==> config.mk <==
export PLATFORM = sky130hd
export DESIGN_NAME = c_token_classifier
export DESIGN_NICKNAME = d
export VERILOG_FILES = /design/src/rtl/ctc_pkg.sv /design/src/rtl/c_token_classifier.sv /design/src/rtl/ctc_kw_match.sv /design/src/rtl/ctc_lexer.sv
export SDC_FILE = /design/constraint.sdc
export NUM_CORES = 1
export LEC_CHECK = 0
export BUFFER_PORTS_ARGS = -buffer_cell sky130_fd_sc_hd__buf_2
export CAP_MARGIN = 10
export CORE_UTILIZATION = 35
export CTS_CLUSTER_DIAMETER = 200
export DETAILED_ROUTE_END_ITERATION = 8
export PLACE_DENSITY_LB_ADDON = 0.2
export SLEW_MARGIN = 10
export SYNTH_ARGS = -nofsm -noshare
export SYNTH_HDL_FRONTEND = slang
export SYNTH_SLANG_ARGS = --single-unit
==> constraint.sdc <==
create_clock -name clk -period 3.8 [get_ports clk]
set_input_delay 0.76 -clock clk [delete_from_list [all_inputs] [get_ports clk]]
set_output_delay 0.76 -clock clk [all_outputs]
set_load 0.01 [all_outputs]
==> src/rtl/ctc_pkg.sv <==
package ctc_pkg;

	// Sizes fixed by the item fields.
	localparam int POS_W      = 12;
	localparam int LEN_W      = 8;
	localparam int KIND_W     = 3;
	localparam int KW_IDX_W   = 5;
	localparam int OP_IDX_W   = 2;
	localparam int KW_TABLE   = 32;
	localparam int KW_MAX_LEN = 8;
	localparam int POS_CAP    = 4095;

	localparam int DEF_LINE_LENGTH   = 4096;
	localparam int DEF_KEYWORD_COUNT = 32;

	localparam logic [LEN_W-1:0] LEN_MAX = 8'd255;

	// Result kinds.
	localparam logic [KIND_W-1:0] KIND_KEYWORD  = 3'd0;
	localparam logic [KIND_W-1:0] KIND_REAL     = 3'd1;
	localparam logic [KIND_W-1:0] KIND_IDENT    = 3'd2;
	localparam logic [KIND_W-1:0] KIND_BAD_ID   = 3'd3;
	localparam logic [KIND_W-1:0] KIND_OPERATOR = 3'd4;

	// Operator codes.
	localparam logic [OP_IDX_W-1:0] OP_PLUS  = 2'd0;
	localparam logic [OP_IDX_W-1:0] OP_MINUS = 2'd1;
	localparam logic [OP_IDX_W-1:0] OP_STAR  = 2'd2;
	localparam logic [OP_IDX_W-1:0] OP_SLASH = 2'd3;

	// Character codes.
	localparam logic [7:0] CH_SPACE  = " ";
	localparam logic [7:0] CH_PLUS   = "+";
	localparam logic [7:0] CH_MINUS  = "-";
	localparam logic [7:0] CH_STAR   = "*";
	localparam logic [7:0] CH_SLASH  = "/";
	localparam logic [7:0] CH_COMMA  = ",";
	localparam logic [7:0] CH_SEMI   = ";";
	localparam logic [7:0] CH_LPAREN = "(";
	localparam logic [7:0] CH_RPAREN = ")";
	localparam logic [7:0] CH_LBRACE = "{";
	localparam logic [7:0] CH_RBRACE = "}";
	localparam logic [7:0] CH_LBRACK = "[";
	localparam logic [7:0] CH_RBRACK = "]";
	localparam logic [7:0] CH_POINT  = ".";
	localparam logic [7:0] CH_ZERO   = "0";
	localparam logic [7:0] CH_NINE   = "9";

	// Keyword text, right aligned in 64 bits, with the length of each word.
	localparam logic [63:0] KW_STR [KW_TABLE] = '{
		64'("auto"), 64'("break"), 64'("case"), 64'("char"),
		64'("const"), 64'("continue"), 64'("default"), 64'("do"),
		64'("double"), 64'("else"), 64'("enum"), 64'("extern"),
		64'("float"), 64'("for"), 64'("goto"), 64'("if"),
		64'("int"), 64'("long"), 64'("register"), 64'("return"),
		64'("short"), 64'("signed"), 64'("sizeof"), 64'("static"),
		64'("struct"), 64'("switch"), 64'("typedef"), 64'("union"),
		64'("unsigned"), 64'("void"), 64'("volatile"), 64'("while")
	};

	localparam logic [3:0] KW_LEN [KW_TABLE] = '{
		4'd4, 4'd5, 4'd4, 4'd4, 4'd5, 4'd8, 4'd7, 4'd2,
		4'd6, 4'd4, 4'd4, 4'd6, 4'd5, 4'd3, 4'd4, 4'd2,
		4'd3, 4'd4, 4'd8, 4'd6, 4'd5, 4'd6, 4'd6, 4'd6,
		4'd6, 4'd6, 4'd7, 4'd5, 4'd8, 4'd4, 4'd8, 4'd5
	};

	typedef struct packed {
		logic [KIND_W-1:0]   kind;
		logic [KW_IDX_W-1:0] kw_idx;
		logic [OP_IDX_W-1:0] op_idx;
		logic [POS_W-1:0]    start;
		logic [LEN_W-1:0]    length;
	} result_t;

	// Results of one character: up to two, the first in res0.
	typedef struct packed {
		logic [1:0] count;
		result_t    res0;
		result_t    res1;
	} lex_out_t;

	// Byte n of keyword k, counted from its first letter; zero past its end.
	function automatic logic [7:0] kw_byte(input int k, input logic [2:0] n);
		logic [63:0] w;
		int          sh;
		w  = '0;
		sh = 0;
		if ({1'b0, n} < KW_LEN[k]) begin
			sh = 8 * (int'(KW_LEN[k]) - 1 - int'(n));
			w  = KW_STR[k] >> sh;
		end
		return w[7:0];
	endfunction

	function automatic logic is_delim(input logic [7:0] c);
		return c == CH_SPACE || c == CH_PLUS || c == CH_MINUS || c == CH_STAR ||
		       c == CH_SLASH || c == CH_COMMA || c == CH_SEMI || c == CH_LPAREN ||
		       c == CH_RPAREN || c == CH_LBRACE || c == CH_RBRACE ||
		       c == CH_LBRACK || c == CH_RBRACK;
	endfunction

	function automatic logic is_digit(input logic [7:0] c);
		return c >= CH_ZERO && c <= CH_NINE;
	endfunction

	function automatic logic [KIND_W-1:0] token_kind(input logic found, input logic ddo,
	                                                 input logic point, input logic swd);
		logic [KIND_W-1:0] k;
		if (found) begin
			k = KIND_KEYWORD;
		end else if (ddo && point) begin
			k = KIND_REAL;
		end else if (!swd) begin
			k = KIND_IDENT;
		end else begin
			k = KIND_BAD_ID;
		end
		return k;
	endfunction

endpackage

==> src/rtl/c_token_classifier.sv <==
// Channel | Direction | Handshake           | Payload
// in      | into      | in_valid, in_stall  | character, end_of_line
// out     | out of    | out_valid, out_stall| kind, keyword_index, operator_index,
//         |           |                     | token_start, token_length, last_of_run
//
// An item sits in the input register; its results go into the result register
// when it moves on, so a new character is taken every cycle while that register
// has room. A character that gives two results (a token ended by + - * or /)
// makes the next character wait in the input register while the second result
// drains from the two-entry result register; that register sets the rate.
// Reset clears the token state, the line position and all valid flags at once.
// in_stall rises only when the input register is full and cannot move on.
module c_token_classifier #(
	parameter int LINE_LENGTH   = ctc_pkg::DEF_LINE_LENGTH,
	parameter int KEYWORD_COUNT = ctc_pkg::DEF_KEYWORD_COUNT
) (
	input  logic                         clk,
	input  logic                         arst_n,
	input  logic                         in_valid,
	output logic                         in_stall,
	input  logic [7:0]                   character,
	input  logic                         end_of_line,
	output logic                         out_valid,
	input  logic                         out_stall,
	output logic [ctc_pkg::KIND_W-1:0]   kind,
	output logic [ctc_pkg::KW_IDX_W-1:0] keyword_index,
	output logic [ctc_pkg::OP_IDX_W-1:0] operator_index,
	output logic [ctc_pkg::POS_W-1:0]    token_start,
	output logic [ctc_pkg::LEN_W-1:0]    token_length,
	output logic                         last_of_run
);
	import ctc_pkg::*;

	// Input register.
	logic       valid_s1;
	logic [7:0] char_s1;
	logic       eol_s1;

	// Result register: up to two results of one character, the older in res0_q.
	logic [1:0] cnt_q;
	result_t    res0_q;
	result_t    res1_q;

	lex_out_t   lex;
	logic       in_take;
	logic       out_take;
	logic       buf_free;
	logic       step;

	assign out_take = out_valid && !out_stall;
	// The result register can take a new pair when it will be empty by this edge.
	assign buf_free = (cnt_q == 2'd0) || (cnt_q == 2'd1 && out_take);
	assign step     = valid_s1 && buf_free;
	assign in_stall = valid_s1 && !step;
	assign in_take  = in_valid && !in_stall;

	ctc_lexer #(
		.LINE_LENGTH   (LINE_LENGTH),
		.KEYWORD_COUNT (KEYWORD_COUNT)
	) u_lexer (
		.clk         (clk),
		.arst_n      (arst_n),
		.step        (step),
		.character   (char_s1),
		.end_of_line (eol_s1),
		.lex         (lex)
	);

	always_ff @(posedge clk or negedge arst_n) begin
		if (!arst_n) begin
			valid_s1 <= 1'b0;
		end else if (in_take) begin
			valid_s1 <= 1'b1;
		end else if (step) begin
			valid_s1 <= 1'b0;
		end
	end

	always_ff @(posedge clk) begin
		if (in_take) begin
			char_s1 <= character;
			eol_s1  <= end_of_line;
		end
	end

	always_ff @(posedge clk or negedge arst_n) begin
		if (!arst_n) begin
			cnt_q <= 2'd0;
		end else if (step) begin
			cnt_q <= lex.count;
		end else if (out_take) begin
			cnt_q <= cnt_q - 2'd1;
		end
	end

	// Payload only moves when the front result has gone or is going.
	always_ff @(posedge clk) begin
		if (step) begin
			res0_q <= lex.res0;
			res1_q <= lex.res1;
		end else if (out_take && cnt_q == 2'd2) begin
			res0_q <= res1_q;
		end
	end

	assign out_valid      = cnt_q != 2'd0;
	assign kind           = res0_q.kind;
	assign keyword_index  = res0_q.kw_idx;
	assign operator_index = res0_q.op_idx;
	assign token_start    = res0_q.start;
	assign token_length   = res0_q.length;
	// The register only ever holds results of one character, so the last one is
	// the one shown when a single result is left.
	assign last_of_run    = cnt_q == 2'd1;

endmodule

==> src/rtl/ctc_kw_match.sv <==
module ctc_kw_match #(
	parameter int KEYWORD_COUNT = ctc_pkg::DEF_KEYWORD_COUNT
) (
	input  logic [ctc_pkg::KW_TABLE-1:0] cand_q,
	input  logic [ctc_pkg::LEN_W-1:0]    plen_q,
	input  logic [7:0]                   character,
	input  logic                         use_next,
	input  logic [ctc_pkg::LEN_W-1:0]    len_next,
	output logic [ctc_pkg::KW_TABLE-1:0] cand_next,
	output logic                         found,
	output logic [ctc_pkg::KW_IDX_W-1:0] kw_idx
);
	import ctc_pkg::*;

	localparam int KW_USED = (KEYWORD_COUNT < KW_TABLE) ? KEYWORD_COUNT : KW_TABLE;

	logic [KW_TABLE-1:0] cand_sel;
	logic [KW_TABLE-1:0] hit;
	logic [LEN_W-1:0]    len_sel;
	logic                short_tok;

	// Each keyword stays a candidate while its next letter equals this character.
	always_comb begin
		short_tok = plen_q < LEN_W'(KW_MAX_LEN);
		for (int i = 0; i < KW_TABLE; i++) begin
			cand_next[i] = cand_q[i] && short_tok && ({4'd0, KW_LEN[i]} > plen_q) &&
			               (kw_byte(i, plen_q[2:0]) == character);
		end
	end

	// The lowest keyword that survives with exactly the token's length wins.
	always_comb begin
		cand_sel = use_next ? cand_next : cand_q;
		len_sel  = use_next ? len_next : plen_q;
		found    = 1'b0;
		kw_idx   = '0;
		for (int i = 0; i < KW_TABLE; i++) begin
			hit[i] = cand_sel[i] && (i < KW_USED) && ({4'd0, KW_LEN[i]} == len_sel);
		end
		for (int i = KW_TABLE - 1; i >= 0; i--) begin
			if (hit[i]) begin
				found  = 1'b1;
				kw_idx = KW_IDX_W'(i);
			end
		end
	end

endmodule

==> src/rtl/ctc_lexer.sv <==
module ctc_lexer #(
	parameter int LINE_LENGTH   = ctc_pkg::DEF_LINE_LENGTH,
	parameter int KEYWORD_COUNT = ctc_pkg::DEF_KEYWORD_COUNT
) (
	input  logic              clk,
	input  logic              arst_n,
	input  logic              step,
	input  logic [7:0]        character,
	input  logic              end_of_line,
	output ctc_pkg::lex_out_t lex
);
	import ctc_pkg::*;

	localparam int POS_LIM = ((LINE_LENGTH - 1) < POS_CAP) ? (LINE_LENGTH - 1) : POS_CAP;
	localparam logic [POS_W-1:0] POS_MAX = POS_W'(POS_LIM);

	logic [KW_TABLE-1:0] cand_q;
	logic [LEN_W-1:0]    plen_q;
	logic [POS_W-1:0]    pstart_q;
	logic [POS_W-1:0]    line_q;
	logic                swd_q;
	logic                ddo_q;
	logic                point_q;

	logic [KW_TABLE-1:0] cand_n;
	logic [LEN_W-1:0]    plen_n;
	logic [POS_W-1:0]    pstart_n;
	logic                swd_n;
	logic                ddo_n;
	logic                point_n;
	logic                delim;
	logic                digit;
	logic                dot;
	logic                kw_found;
	logic [KW_IDX_W-1:0] kw_idx;
	logic                tok_valid;
	logic                op_valid;
	logic [OP_IDX_W-1:0] op_idx;
	result_t             tok;
	result_t             opr;

	ctc_kw_match #(
		.KEYWORD_COUNT(KEYWORD_COUNT)
	) u_kw_match (
		.cand_q    (cand_q),
		.plen_q    (plen_q),
		.character (character),
		.use_next  (!delim),
		.len_next  (plen_n),
		.cand_next (cand_n),
		.found     (kw_found),
		.kw_idx    (kw_idx)
	);

	always_comb begin
		delim = is_delim(character);
		digit = is_digit(character);
		dot   = character == CH_POINT;

		case (character)
			CH_PLUS:  op_idx = OP_PLUS;
			CH_MINUS: op_idx = OP_MINUS;
			CH_STAR:  op_idx = OP_STAR;
			CH_SLASH: op_idx = OP_SLASH;
			default:  op_idx = OP_PLUS;
		endcase
		op_valid = delim && (character == CH_PLUS || character == CH_MINUS ||
		                     character == CH_STAR || character == CH_SLASH);

		pstart_n = (plen_q == '0) ? line_q : pstart_q;
		swd_n    = (plen_q == '0) ? digit : swd_q;
		ddo_n    = ddo_q && (digit || dot);
		point_n  = point_q || dot;
		plen_n   = (plen_q == LEN_MAX) ? plen_q : plen_q + LEN_W'(1);

		tok_valid = delim ? (plen_q != '0) : end_of_line;

		tok.kw_idx = kw_found ? kw_idx : '0;
		tok.op_idx = OP_PLUS;
		if (delim) begin
			tok.kind   = token_kind(kw_found, ddo_q, point_q, swd_q);
			tok.start  = pstart_q;
			tok.length = plen_q;
		end else begin
			tok.kind   = token_kind(kw_found, ddo_n, point_n, swd_n);
			tok.start  = pstart_n;
			tok.length = plen_n;
		end

		opr.kind   = KIND_OPERATOR;
		opr.kw_idx = '0;
		opr.op_idx = op_idx;
		opr.start  = line_q;
		opr.length = LEN_W'(1);

		lex.count = {1'b0, tok_valid} + {1'b0, op_valid};
		lex.res0  = tok_valid ? tok : opr;
		lex.res1  = opr;
	end

	always_ff @(posedge clk or negedge arst_n) begin
		if (!arst_n) begin
			cand_q   <= '1;
			plen_q   <= '0;
			pstart_q <= '0;
			line_q   <= '0;
			swd_q    <= 1'b0;
			ddo_q    <= 1'b1;
			point_q  <= 1'b0;
		end else if (step) begin
			if (delim || end_of_line) begin
				cand_q   <= '1;
				plen_q   <= '0;
				pstart_q <= '0;
				swd_q    <= 1'b0;
				ddo_q    <= 1'b1;
				point_q  <= 1'b0;
			end else begin
				cand_q   <= cand_n;
				plen_q   <= plen_n;
				pstart_q <= pstart_n;
				swd_q    <= swd_n;
				ddo_q    <= ddo_n;
				point_q  <= point_n;
			end
			if (end_of_line) begin
				line_q <= '0;
			end else if (line_q < POS_MAX) begin
				line_q <= line_q + POS_W'(1);
			end
		end
	end

endmodule

Word level (Yosys, flattened, before mapping)
Cells that the tools add are included.
Operators by class
  eq/ne operators: 56
  shift operators: 32
  mux-type cells: 123
  reduce and logical (&&, ||, !) cells: 170
  $add $sub $neg: 11
  $lt $le $gt $ge: 17
Operator list (count)
  47-bit by 32-bit right shift with 8-bit output (first input constant): 8
  8-bit == test: 32
  31-bit by 32-bit right shift with 8-bit output (first input constant): 8
  63-bit by 32-bit right shift with 8-bit output (first input constant): 4
  8-bit two-way mux: 31
  39-bit by 32-bit right shift with 8-bit output (first input constant): 6
  5-bit two-way mux: 33
  1-bit logical AND: 139
  55-bit by 32-bit right shift with 8-bit output (first input constant): 2
  30-bit two-way mux: 3
  8-bit by 6-bit == test with 1-bit output (second input constant): 10
  32-bit two-way mux: 2
  15-bit by 32-bit right shift with 8-bit output (first input constant): 2
  23-bit by 32-bit right shift with 8-bit output (first input constant): 2
  12-bit two-way mux: 4
  1-bit two-way mux: 41
  3-bit by 8-bit == test with 1-bit output (first input constant): 4
  8-bit by 7-bit == test with 1-bit output (second input constant): 4
  3-bit by 8-bit > comparator with 1-bit output (first input constant): 4
  20-bit two-way mux: 1
  1-bit logical OR: 19
  2-bit by 8-bit == test with 1-bit output (first input constant): 2
  2-bit by 8-bit > comparator with 1-bit output (first input constant): 2
  3-bit by 3-bit subtractor with 4-bit output (first input constant): 4
  other kinds (26): 42
Word-level totals
  word-level logic and storage cells: 427
  output and inout bits: 33
  register bits: 123
  input port bits: 13

Depth between registers and ports, before layout
  depth in word-level cells: 52
  depth in mapped cells: 17
  mapped depth without buffers: 13

Cells and area by module
Synthesis repeated with hierarchy kept, for this count alone.
Unflattened totals
  cell total of the unflattened synthesis: 1324
  area total of the unflattened synthesis: 11569.8 um2
Modules (own cells, without submodules)
  ctc_kw_match: area an instance 5042.3 um2, seq. area each 0.0 um2, instances 1, cells an instance 772
  ctc_lexer: area an instance 3848.7 um2, seq. area each 1717.9 um2, instances 1, cells an instance 427
  c_token_classifier: area an instance 2678.8 um2, seq. area each 2147.1 um2, instances 1, cells an instance 125

Least setup slack after synthesis
No wires, ideal clock.
  kind: register to register
  start point: register u_lexer.plen_q[1]
  end point: register res0_q (netlist bit keyword_index[0]), data pin
  library setup time: 0.255 ns
  stages on the path, launching flop included: 15
  path buffers: 2
  slack: -0.294 ns
  required time: 3.545 ns
  arrival time: 3.839 ns
  period minus slack after synthesis: 4.094 ns
  cells stage by stage: dfrtp_1 buf_2 clkinv_1 ha_1 ha_1 clkbuf_1 nor2_1 a2bb2oi_1 a2111oi_2 a2111oi_2 a211oi_1 or4b_4 nor4_4 nand4_2 a31o_1
On the way
  word-level cells in the longest chain between the ends: 42
  elaborated cells between the ends (all ways): 322
  classes of those cells: 8 x add/sub; 14 x order compare; 40 x eq/ne; 32 x shift; 99 x mux; 129 x reduce/logical
Ends and longest elaborated chain
  start, declared: line ctc_lexer.sv:18  | logic [LEN_W-1:0] plen_q;
  start signal, assigned: line ctc_lexer.sv:120  | plen_q <= plen_n;
  3-bit by 3-bit subtractor with 4-bit output: line ctc_pkg.sv:90  | sh = 8 * (int'(KW_LEN[k]) - 1 - int'(n));
  39-bit by 32-bit right shift with 8-bit output: line ctc_pkg.sv:91  | w = KW_STR[k] >> sh;
  8-bit two-way mux: line ctc_pkg.sv:89  | if ({1'b0, n} < KW_LEN[k]) begin
  8-bit == test: line ctc_kw_match.sv:27  | (kw_byte(i, plen_q[2:0]) == character);
  1-bit logical AND: line ctc_kw_match.sv:26  | cand_next[i] = cand_q[i] && short_tok && ({4'd0, KW_LEN[i]} > plen_q) &&
  32-bit two-way mux: line ctc_kw_match.sv:33  | cand_sel = use_next ? cand_next : cand_q;
  1-bit logical AND: line ctc_kw_match.sv:38  | hit[i] = cand_sel[i] && (i < KW_USED) && ({4'd0, KW_LEN[i]} == len_sel);
  5-bit two-way mux / 1-bit two-way mux (equally long branches) (32 in a row): line ctc_kw_match.sv:41  | if (hit[i]) begin
  5-bit two-way mux: line ctc_lexer.sv:78  | tok.kw_idx = kw_found ? kw_idx : '0;
  30-bit two-way mux (*): line ctc_lexer.sv:97  | lex.res0 = tok_valid ? tok : opr;
  30-bit two-way mux (*): line c_token_classifier.sv:98  | if (step) begin
  end signal, assigned: line c_token_classifier.sv:99  | res0_q <= lex.res0;
  end signal, assigned: line c_token_classifier.sv:102  | res0_q <= res1_q;
  end, declared: line c_token_classifier.sv:41  | result_t res0_q;
Mark *: on every way between the ends. The rest lies on a longest branch, timed or not.
A chain may end at the register's enable or synchronous reset.

Worst setup path after layout
Same ends and word-level chain as after synthesis.

==> metrics.txt <==
status=complete, no violations; Clock Sinks=123; Netlist cell types=90; CP startpoint kind=register; mux share of post-synthesis cell area=3.45%; RR Startpoint=u_lexer.plen_q[1]$_DFFE_PN0P_; Setup crit end kind=register; max_cap viols=0; gpl congestion=0.958; row count=61; Num CTS Buffers=17; TritonRoute pass-1 iters=6; Async SR Flop Fraction=56.9%; Worst-Margin Slew=1020 ps; met2 GRT Util=43.0%; Final min period=3750 ps; Net Sw Power=0.00518 W; Sw Share=46.5%; Post-synth top flop=edfxtp_1; Root Driver=clkbuf_16; area of the mapped netlist=0.0101 sq mm; number of filler cells placed in the layout=2763; clk slew on worst S/H paths=70 ps; sequential cell area fraction in the yosys report=33.4%; area fraction in compound gates after synthesis=23.8%; first-pass GRT wire length=61400 um; initial core utilization=36.1%; Leakage=5.29 nW; Max VDD drop=0.364 mV; final net count=1429; overall fraction of global-route tracks in use=27.8%; CTS tree=yes; Power Dens Cells=853 mW/mm^2; Hold Crit Class=primary input to async pin; Core Area=0.0281 sq mm; Adder-Cell Fraction of Synth Area=2.84%; GR peak layer=met2; Slew HR=32.0%; met3 Use GR=4.05%; Vias/cell=5.92; storage element area=0.00339 sq mm; largest net degree at the start of global routing=46; # hold bufs at CTS=0; WL final=40400 um; final hold vios=0; Starting DRT DRC Count=1142; Post-synth EDFFs=53; area delta synth->final=28.9%; post-synthesis register bit count=123; YS warnings=0; Overall Power=0.0111 W; Worst-Skew Late Latency=440 ps; Synth Area in Simple Gates=25.0%; H-tree depth=4; # port buffers=45; commonest non-fill, non-tap cells in the layout=205 x buf_4, 129 x nand2_1, 90 x nor2_1; final clock period utilization by the worst path=98.8%; Fmax achieved=266 MHz; vias in the first global route=10000; DRC Markers=0; Clock power frac=15.2%; Combinational Power Share=62.6%; reg2reg end=keyword_index[0]$_SDFFCE_PP0P_; kind of critical path=register to register; CP Max Fanout=6; fin worst setup slack=46.4 ps; Mapped Cells=1223; HPWL Detailed=29700 um; post-detailed-route count of antenna-violating nets=0; worst clock skew=19.2 ps; global route overflow=0; Clock Path Buffers=2; syn_area_per_cell=8.28 sq um; Pint=0.00595 W; main combinational cell family by area after synthesis=simple AND/OR/NAND/NOR gates; final setup violation count=0; initial antenna violation count=0; io pins=46; commonest non-fill, non-tap cell in the layout=buf_4; drt wl/cell=22.6 um; data arrival time of the worst path=3950 ps; multi-input gate area in the final layout=0.00655 sq mm; die height=172 um; Mapped Nets=1259; register share of total power=22.2%; final slew viol count=0; die area=0.0296 sq mm; vias=10600; die width=172 um; CP required=3990 ps; GR met1 Demand/Resource=38.1%; xor/xnor share of the synthesized area=5.71%; dpl ws=-282 ps; R2R cell count=14; share of cells above drive strength 1=29.3%; reg2reg setup slack=50 ps; unrepaired setup endpoints after global routing=yes; Ant. Diodes=0
-- power groups by stage --
| stage | clock network (W) | registers, W | logic (W) |
|---|---|---|---|
| after floorplan | 0 | 0.00245 | 0.00388 |
| after global placement | 0 | 0.00246 | 0.00645 |
| after detailed placement | 0 | 0.00247 | 0.00645 |
| after CTS | 0.00172 | 0.00245 | 0.00654 |
| after global routing | 0.00178 | 0.00253 | 0.00746 |
| final | 0.00170 | 0.00247 | 0.00696 |
-- synthesized netlist by cell type, types with 21 or more instances --
master    number  area share, %
nand2_1      129            4.8
nor2_1        94            3.5
o21ai_0       82            4.1
a21oi_1       70            3.5
clkbuf_1      56            2.1
edfxtp_1      53             16
xnor2_1       50            4.3
nand3_1       43            2.1
nor3_1        39            1.9
dfrtp_1       37            9.1
dfstp_2       33            8.6
nand4_1       31            1.9
buf_2         27            1.3
inv_1         27            1.0
mux2i_1       27            2.7
ha_1          23            2.8
nand2b_1      22            1.4
buf_1         21           0.78
-- repair_timing --
item,4_1_cts,5_1_grt
buffers inserted,2,9
endpoints found under the setup margin,6,7
endpoints found under the hold margin,0,0
pin swaps,9,22
resized for setup,24,56
-- registers in the layout, summed over array words and instances (netlist names), 2 cells and up --
signal            flops
char_s1               8
cnt_q                 2
keyword_index         5
kind                  3
operator_index        2
res1_q               14
token_length          8
token_start          12
u_lexer.cand_q       32
u_lexer.line_q       12
u_lexer.plen_q        8
u_lexer.pstart_q     12
-- area by class of cell --
type / instances / area share (%)
clock buffer: 17 / 3.26
clock inverter: 15 / 1.32
inverter: 31 / 0.940
multi-input combinational: 960 / 50.2
sequential: 123 / 25.9
tap: 378 / 3.62
timing repair buffer: 260 / 14.7
-- per-layer routing --
layer / vias up / share of wire [%]
li1: 4884 / -
met1: 5071 / 43
met2: 510 / 45
met3: 105 / 7.5
met4: 0 / 4.3
met5: - / 0
-- worst max-delay path by stage --
stage,startpoint,end,slack [ps],cells past startpoint
after floorplan,u_lexer.plen_q[1]$_DFFE_PN0P_,keyword_index[0]$_SDFFCE_PP0P_,0.5,14
after global placement,u_lexer.plen_q[0]$_DFFE_PN0P_,keyword_index[2]$_SDFFCE_PP0P_,-310,17
after detailed placement,u_lexer.plen_q[0]$_DFFE_PN0P_,keyword_index[2]$_SDFFCE_PP0P_,-280,17
after CTS,u_lexer.plen_q[1]$_DFFE_PN0P_,keyword_index[2]$_SDFFCE_PP0P_,4,15
after global routing,u_lexer.plen_q[1]$_DFFE_PN0P_,keyword_index[0]$_SDFFCE_PP0P_,-70,15
final,u_lexer.plen_q[1]$_DFFE_PN0P_,keyword_index[0]$_SDFFCE_PP0P_,50,14
-- cells by family after synthesis --
logic type,count (synthesis)
flops,123
compound gates,349
simple gates,488
fa+ha+maj,23
mux,34
buf+inv,140
xor+xnor,66
-- critical path: stages, from the launching register on --
cell	delay, ps
dfrtp_1	400
clkinv_2	120
buf_4	160
ha_4	180
mux2_4	330
buf_4	150
nor2_4	90
a2bb2oi_2	200
a2111oi_4	90
a2111oi_4	390
a211oi_2	80
or4b_4	580
nor4_4	330
nand4_2	180
a31o_1	210
-- metrics by stage --
stage	TNS, ps	utilization (%)	instance area (sq um)	hold WS [ps]	instances
finish	0	46.5	13000	377	1784
global route	-110	46.5	13000	419	1784
CTS	0	45.2	12700	389	1777
detailed placement	-816	42.7	12000	482	1743
global placement	-938	42.7	12000	475	1743
floorplan	0	-	10100	423	1223
Note: power is estimated with default switching activity, not from simulation.
